===== config.mk =====
export PLATFORM = sky130hd
export DESIGN_NAME = matrix_coefficient_quantizer_unit
export DESIGN_NICKNAME = d
export VERILOG_FILES = /design/src/rtl/mcq_pkg.sv /design/src/rtl/mcq_front.sv /design/src/rtl/mcq_div_stage.sv /design/src/rtl/mcq_scale.sv /design/src/rtl/matrix_coefficient_quantizer_unit.sv
export SDC_FILE = /design/constraint.sdc
export NUM_CORES = 1
export LEC_CHECK = 0
export BUFFER_PORTS_ARGS = -buffer_cell sky130_fd_sc_hd__buf_4
export CORE_MARGIN = 2
export CORE_UTILIZATION = 45
export CTS_BUF_LIST = sky130_fd_sc_hd__clkbuf_2
export DETAILED_ROUTE_END_ITERATION = 16
export PLACE_DENSITY_LB_ADDON = 0.05
export SLEW_MARGIN = 30
export SYNTH_ARGS = -nofsm -noshare
export SYNTH_HDL_FRONTEND = slang
export SYNTH_HIERARCHICAL = 1
export SYNTH_SLANG_ARGS = --single-unit

===== constraint.sdc =====
create_clock -name clk_i -period 8.32 [get_ports clk_i]
set_input_delay 0.416 -clock clk_i [delete_from_list [all_inputs] [get_ports clk_i]]
set_output_delay 0.416 -clock clk_i [all_outputs]
set_load 0.05 [all_outputs]

===== src/rtl/mcq_pkg.sv =====
`default_nettype none

package mcq_pkg;

  // field widths
  localparam int unsigned SampleW = 12;
  localparam int unsigned WordW   = 8;
  localparam int unsigned PosW    = 6;
  localparam int unsigned LevelW  = 16;
  localparam int unsigned OffW    = 8;
  localparam int unsigned MultW   = 17;
  localparam int unsigned CfgIdxW = 2;
  localparam int unsigned CfgW    = 17;

  // datapath widths
  localparam int unsigned MagW   = SampleW;        // magnitude of -2048 still fits unsigned
  localparam int unsigned NumW   = MagW + 4;       // 16*mag + word
  localparam int unsigned ProdW  = NumW + MultW;
  localparam int unsigned ScaleShift = 17;
  localparam int unsigned SatW   = LevelW - 1;

  // divider organization: quotient bits resolved per pipeline stage
  localparam int unsigned BitsPerStage = 2;
  localparam int unsigned DivStages    = NumW / BitsPerStage;

  // register reset values
  localparam logic [OffW-1:0]  RoundOffsetRst = OffW'(1);
  localparam logic [MultW-1:0] MultiplierRst  = MultW'(65537);

  typedef enum logic {
    ModeIntra = 1'b0,
    ModeInter = 1'b1
  } mode_e;

  typedef enum logic [CfgIdxW-1:0] {
    RegMode        = 2'd0,
    RegRoundOffset = 2'd1,
    RegMultiplier  = 2'd2
  } cfg_reg_e;

  // per-item flags that ride along the pipeline
  typedef struct packed {
    logic                      neg;       // sample was negative
    logic                      pass_dc;   // intra dc, sample goes out as is
    logic                      force_zero;
    logic                      err;       // intra divide by zero
    logic                      add_off;   // intra: add round offset after divide
    logic signed [SampleW-1:0] dc_val;
  } pipe_ctl_t;

  // restoring divider state
  typedef struct packed {
    logic [WordW-1:0] rem;
    logic [NumW-1:0]  dq;    // dividend shifting out, quotient shifting in
    logic [WordW-1:0] div;
  } div_state_t;

endpackage

`default_nettype wire


===== src/rtl/mcq_front.sv =====
`default_nettype none

module mcq_front
  import mcq_pkg::*;
(
  input  wire logic                      clk_i,
  input  wire logic                      rst_ni,
  input  wire logic                      valid_i,
  input  wire logic signed [SampleW-1:0] sample_i,
  input  wire logic [WordW-1:0]          matrix_word_i,
  input  wire logic [PosW-1:0]           position_i,
  input  wire mode_e                     mode_i,
  output logic                           valid_o,
  output pipe_ctl_t                      ctl_o,
  output div_state_t                     div_o
);

  logic       valid_q;
  pipe_ctl_t  ctl_d, ctl_q;
  div_state_t div_d, div_q;

  always_comb begin
    logic            intra;
    logic [MagW-1:0] mag;
    logic [NumW-1:0] scaled;
    logic            zero;
    logic            dc;
    intra  = (mode_i == ModeIntra);
    mag    = sample_i[SampleW-1] ? (~sample_i + MagW'(1)) : sample_i;
    scaled = {mag, 4'b0000};
    zero   = (sample_i == '0);
    dc     = intra && (position_i == '0);

    ctl_d.neg        = sample_i[SampleW-1];
    ctl_d.pass_dc    = dc;
    ctl_d.err        = intra && !dc && !zero && (matrix_word_i == '0);
    ctl_d.force_zero = zero || ctl_d.err;
    ctl_d.add_off    = intra;
    ctl_d.dc_val     = sample_i;

    // inter mode divides by one so the sum passes the divider untouched
    div_d.rem = '0;
    if (intra) begin
      div_d.dq = scaled + NumW'(matrix_word_i >> 1);
    end else begin
      div_d.dq = scaled + NumW'(matrix_word_i);
    end
    div_d.div = (intra && (matrix_word_i != '0)) ? matrix_word_i : WordW'(1);
  end

  always_ff @(posedge clk_i or negedge rst_ni) begin
    if (!rst_ni) begin
      valid_q <= 1'b0;
    end else begin
      valid_q <= valid_i;
    end
  end

  always_ff @(posedge clk_i) begin
    ctl_q <= ctl_d;
    div_q <= div_d;
  end

  assign valid_o = valid_q;
  assign ctl_o   = ctl_q;
  assign div_o   = div_q;

endmodule

`default_nettype wire


===== src/rtl/mcq_div_stage.sv =====
`default_nettype none

module mcq_div_stage
  import mcq_pkg::*;
(
  input  wire logic       clk_i,
  input  wire logic       rst_ni,
  input  wire logic       valid_i,
  input  wire pipe_ctl_t  ctl_i,
  input  wire div_state_t div_i,
  output logic            valid_o,
  output pipe_ctl_t       ctl_o,
  output div_state_t      div_o
);

  logic       valid_q;
  pipe_ctl_t  ctl_q;
  div_state_t div_d, div_q;

  // restoring division, a few quotient bits per stage
  always_comb begin
    logic [WordW:0] trial;
    div_d = div_i;
    for (int unsigned b = 0; b < BitsPerStage; b++) begin
      trial    = {div_d.rem, div_d.dq[NumW-1]};
      div_d.dq = {div_d.dq[NumW-2:0], 1'b0};
      if (trial >= {1'b0, div_d.div}) begin
        trial       = trial - {1'b0, div_d.div};
        div_d.dq[0] = 1'b1;
      end
      div_d.rem = trial[WordW-1:0];
    end
  end

  always_ff @(posedge clk_i or negedge rst_ni) begin
    if (!rst_ni) begin
      valid_q <= 1'b0;
    end else begin
      valid_q <= valid_i;
    end
  end

  always_ff @(posedge clk_i) begin
    ctl_q <= ctl_i;
    div_q <= div_d;
  end

  assign valid_o = valid_q;
  assign ctl_o   = ctl_q;
  assign div_o   = div_q;

endmodule

`default_nettype wire


===== src/rtl/mcq_scale.sv =====
`default_nettype none

module mcq_scale
  import mcq_pkg::*;
(
  input  wire logic                     clk_i,
  input  wire logic                     rst_ni,
  input  wire logic                     valid_i,
  input  wire pipe_ctl_t                ctl_i,
  input  wire logic [NumW-1:0]          quot_i,
  input  wire logic [OffW-1:0]          round_offset_i,
  input  wire logic [MultW-1:0]         multiplier_i,
  output logic                          valid_o,
  output logic signed [LevelW-1:0]      level_o,
  output logic                          divide_error_o
);

  // offset add
  logic                    add_valid_q;
  pipe_ctl_t               add_ctl_q;
  logic [NumW-1:0]         sum_d, sum_q;
  // multiply
  logic                    mul_valid_q;
  pipe_ctl_t               mul_ctl_q;
  logic [ProdW-1:0]        prod;
  logic [NumW-1:0]         scaled_d, scaled_q;
  // saturate and sign
  logic                    out_valid_q;
  logic [SatW-1:0]         sat;
  logic signed [LevelW-1:0] level_d, level_q;
  logic                    err_q;

  function automatic logic [SatW-1:0] scaled_d_sat(input logic [NumW-1:0] v);
    return v[NumW-1] ? {SatW{1'b1}} : v[SatW-1:0];
  endfunction

  assign sum_d = quot_i + (ctl_i.add_off ? NumW'(round_offset_i) : NumW'(0));

  assign prod     = ProdW'(sum_q) * ProdW'(multiplier_i);
  assign scaled_d = prod[ProdW-1:ScaleShift];

  always_comb begin
    sat = scaled_d_sat(scaled_q);
    priority if (mul_ctl_q.pass_dc) begin
      level_d = LevelW'(mul_ctl_q.dc_val);
    end else if (mul_ctl_q.force_zero) begin
      level_d = '0;
    end else if (mul_ctl_q.neg) begin
      level_d = LevelW'(0) - LevelW'(sat);
    end else begin
      level_d = LevelW'(sat);
    end
  end

  always_ff @(posedge clk_i or negedge rst_ni) begin
    if (!rst_ni) begin
      add_valid_q <= 1'b0;
      mul_valid_q <= 1'b0;
      out_valid_q <= 1'b0;
    end else begin
      add_valid_q <= valid_i;
      mul_valid_q <= add_valid_q;
      out_valid_q <= mul_valid_q;
    end
  end

  always_ff @(posedge clk_i) begin
    add_ctl_q <= ctl_i;
    sum_q     <= sum_d;
    mul_ctl_q <= add_ctl_q;
    scaled_q  <= scaled_d;
    level_q   <= level_d;
    err_q     <= mul_ctl_q.err;
  end

  assign valid_o        = out_valid_q;
  assign level_o        = level_q;
  assign divide_error_o = err_q;

endmodule

`default_nettype wire


===== src/rtl/matrix_coefficient_quantizer_unit.sv =====
`default_nettype none

// Matrix-weighted quantizer for DCT coefficients. One coefficient is taken at
// every clock edge where start_i is high; busy_o stays low, so the unit never
// refuses an item. Each item gives exactly one result on level_o and
// divide_error_o, marked by a one-cycle done_o strobe; results come out in
// input order and there is no output stall, the receiver must take every
// strobed result. Throughput is one item per cycle; the pipeline is a front
// stage, the divider, an 8-stage restoring array resolving two quotient bits
// per stage, and three scale stages (offset add, 16x17 multiply, saturate and
// sign). Intra mode divides 16*|sample| + word/2 by the matrix word, adds
// round_offset and scales by multiplier >> 17; inter mode scales
// 16*|sample| + word. Intra dc (position 0) passes the sample through; a zero
// intra word on a nonzero sample gives level 0 with divide_error_o set.
// Registers are written through cfg_we_i at any edge and must only change
// while no item is in flight.

module matrix_coefficient_quantizer_unit
  import mcq_pkg::*;
(
  input  wire logic                      clk_i,
  input  wire logic                      rst_ni,
  // item in
  input  wire logic                      start_i,
  output logic                           busy_o,
  input  wire logic signed [SampleW-1:0] sample_i,
  input  wire logic [WordW-1:0]          matrix_word_i,
  input  wire logic [PosW-1:0]           position_i,
  // result out
  output logic                           done_o,
  output logic signed [LevelW-1:0]       level_o,
  output logic                           divide_error_o,
  // register writes
  input  wire logic                      cfg_we_i,
  input  wire logic [CfgIdxW-1:0]        cfg_index_i,
  input  wire logic [CfgW-1:0]           cfg_wdata_i
);

  // configuration registers
  mode_e            mode_q;
  logic [OffW-1:0]  round_offset_q;
  logic [MultW-1:0] multiplier_q;

  always_ff @(posedge clk_i or negedge rst_ni) begin
    if (!rst_ni) begin
      mode_q         <= ModeIntra;
      round_offset_q <= RoundOffsetRst;
      multiplier_q   <= MultiplierRst;
    end else if (cfg_we_i) begin
      unique case (cfg_reg_e'(cfg_index_i))
        RegMode:        mode_q         <= mode_e'(cfg_wdata_i[0]);
        RegRoundOffset: round_offset_q <= cfg_wdata_i[OffW-1:0];
        RegMultiplier:  multiplier_q   <= cfg_wdata_i[MultW-1:0];
        default: ;  // unused index, write dropped
      endcase
    end
  end

  // the pipeline never stalls, so every start is taken
  assign busy_o = 1'b0;

  // stage 0 is the front end, stages 1..DivStages are the divider
  logic       pipe_valid [DivStages+1];
  pipe_ctl_t  pipe_ctl   [DivStages+1];
  div_state_t pipe_div   [DivStages+1];

  // sign split, numerator and divisor setup, special-case flags
  mcq_front u_front (
    .clk_i         (clk_i),
    .rst_ni        (rst_ni),
    .valid_i       (start_i),
    .sample_i      (sample_i),
    .matrix_word_i (matrix_word_i),
    .position_i    (position_i),
    .mode_i        (mode_q),
    .valid_o       (pipe_valid[0]),
    .ctl_o         (pipe_ctl[0]),
    .div_o         (pipe_div[0])
  );

  // restoring divider, a couple of quotient bits per stage
  for (genvar s = 0; s < DivStages; s++) begin : g_div
    mcq_div_stage u_stage (
      .clk_i   (clk_i),
      .rst_ni  (rst_ni),
      .valid_i (pipe_valid[s]),
      .ctl_i   (pipe_ctl[s]),
      .div_i   (pipe_div[s]),
      .valid_o (pipe_valid[s+1]),
      .ctl_o   (pipe_ctl[s+1]),
      .div_o   (pipe_div[s+1])
    );
  end

  // offset, multiply, saturate and sign restore
  mcq_scale u_scale (
    .clk_i          (clk_i),
    .rst_ni         (rst_ni),
    .valid_i        (pipe_valid[DivStages]),
    .ctl_i          (pipe_ctl[DivStages]),
    .quot_i         (pipe_div[DivStages].dq),
    .round_offset_i (round_offset_q),
    .multiplier_i   (multiplier_q),
    .valid_o        (done_o),
    .level_o        (level_o),
    .divide_error_o (divide_error_o)
  );

endmodule

`default_nettype wire


==> reports/metrics.yaml <==
post-dp-hpwl_um: 52100
grt-ovfl-total: 0
grt_antenna_before_repair: 2
r2r-start: "u_scale/sum_q[9]$_DFF_P_"
worst_ep_arrival_time_ps: 7550
fin_worst_skew_ps: 120
root_buffer: "clkbuf_2"
cap_viol_max_count: 0
core_area_mm2: 0.0659
routed_wl_um: 68100
required_ps: 9510
cp_max_fo: 17
reg2regPathDepth: 20
synth_cells: 2842
dieWidth_um: 262
r2r_slack_ps: 1950
avgViaCountPerCell: 5.07
crit_top_cell: "fa_1"
row_count: 94
die_h_um: 262
netlist_area_mm2: 0.0300
slew_viol_final: 0
holdCritPathClass: "in -> reg"
finalWeightedCongestion: 0.856
crit_path_top_delay_cell: "dfxtp_1"
clockBufferDepth: 3
most-common-layout-cells: "dfxtp_1, inv_1, ha_1, fa_1, nand2_1"
outcome: "finished clean"
drt_pass1_iterations: 5
area_growth_pct: 11.8
finalSetupTns_ps: 0
regToRegEndpoint: "u_scale/scaled_q[11]$_DFF_P_"
worstSetupStartpointType: "flip-flop"
finalNetCount: 3605
cts_tree: "done"
grt_pass1_vias: 22200
max_clock_freq_mhz: 157
track_usage_pct: 20.5
final_common_cell: "dfxtp_1"
start_util_pct: 45.6
hp-start: "sample_i[9]"
yosys_warnings: 6
cts_htree_levels: 4
port_buffers: 66
grt_use_met1_pct: 26.3
synthesis.area_per_instance_um2: 10.6
cp-end-kind: "flip-flop"
grtUsageMet2_pct: 34.7
grt_most_used_layer: "met2"
ant_nets: 0
drc_errors: 0
dieArea_mm2: 0.0688
hold_violations: 0
clkSinkCount: 535
worst_slew_margin_rel_pct: 46.9
period_needed_ps: 6370
cts_resized: 0
clkSlewWorstSetupHoldPaths_ps: 130
grtUsageMet3_pct: 3.34
layout-drive-gt1-share_pct: 14.2
final-setup-viol-count: 0
numCtsBuffers: 137
whs_ps: 199
hold_depth: 4
holdPathEnd: "u_front/div_o[21]$_DFF_P_"
grt_max_degree: 39
critical_path_class: "reg -> reg"
wl_per_cell_um: 16.8
n_fill_cell: 6101
fin_crit_sh_pct: 76.5
top_level_ports: 68
first_iter_violations: 1047
grt_pass1_wl_um: 114000
grt_setup_unrepaired: "false"
clk_latency_ps: 1280
path_cells: "nand2_1, fa_1, inv_1, fa_1, inv_1, fa_1, inv_1, fa_1, fa_1, inv_1, fa_1, inv_1, ha_1, nand3_1, nor3_1, o2111ai_1, a21oi_1, a31oi_1, o21ai_0, xor2_1"
dr_total_vias: 20600
slowest_delay_ps: 860
tightest_slew_ps: 795
repair_timing:
action                     CTS  global route
hold buffers               112             0
hold endpoints to repair   104             0
setup endpoints to repair    0             0
setup buffers                0             0
final cells by class:
type	instances	area, um2	area share (%)
clock inverter	44	305	0.910
clock buffer	193	966	2.88
tap	864	1080	3.22
sequential	535	10900	32.5
antenna	2	5.00	0.0149
multi-input combinational	1834	17100	51.1
timing repair buffer	181	1650	4.91
inverter	399	1500	4.46
stage by stage:
stage	worst slack, ps	utilization [%]	cells	instance area (um2)
floorplan	2550	-	2849	30000
global placement	2180	47.3	3701	31100
detailed placement	2010	47.3	3701	31100
CTS	1990	50.9	4050	33600
global route	1600	50.9	4052	33600
finish	1950	50.9	4052	33600
critical path: cells and delay by family, from the launching register on:
kind | cells | cell delay [ps]
adders and majority gates | 7 | 3510
AOI/OAI and AO/OA | 4 | 1080
DFF | 1 | 860
and+or+nand+nor | 3 | 410
buffers and inverters | 5 | 250
xor gates and xnor gates | 1 | 180
worst max-delay path by stage:
stage	to	slack [ps]	start	cells past startpoint
3_3_place_gp	u_scale/scaled_q[12]$_DFF_P_	2180	u_scale/sum_q[7]$_DFF_P_	18
4_1_cts	u_scale/scaled_q[11]$_DFF_P_	1990	u_scale/sum_q[9]$_DFF_P_	20
2_1_floorplan	u_scale/scaled_q[12]$_DFF_P_	2550	multiplier_q[0]$_DFFE_PN1P_	19
5_1_grt	u_scale/scaled_q[12]$_DFF_P_	1600	u_scale/sum_q[9]$_DFF_P_	18
6_report	u_scale/scaled_q[11]$_DFF_P_	1950	u_scale/sum_q[9]$_DFF_P_	20
3_5_place_dp	u_scale/scaled_q[11]$_DFF_P_	2010	u_scale/sum_q[9]$_DFF_P_	20
routing by layer:
| metal | vias to the layer above | wire length (um) | share of wire [%] |
|---|---|---|---|
| met3 | 99 | 2270 | 3.3 |
| met4 | 0 | 1500 | 2.2 |
| met2 | 387 | 33400 | 49 |
| li1 | 10100 | - | - |
| met1 | 10000 | 30900 | 45 |
| met5 | - | 0 | 0 |
flip-flops by register name, indices dropped and copies added (netlist names), 8 cells and up:
register / cells
u_scale/add_ctl_q: 16
g_div.u_stage/valid_o: 8
multiplier_q: 17
u_scale/level_o: 16
u_scale/scaled_q: 16
round_offset_q: 8
u_front/ctl_o: 16
g_div.u_stage/ctl_o: 136
u_scale/mul_ctl_q: 16
u_scale/sum_q: 16
u_front/div_o: 24
g_div.u_stage/div_o: 240
Power is not shown: default switching activity piles up to over one toggle a cycle in this logic, so the estimate is an artifact.
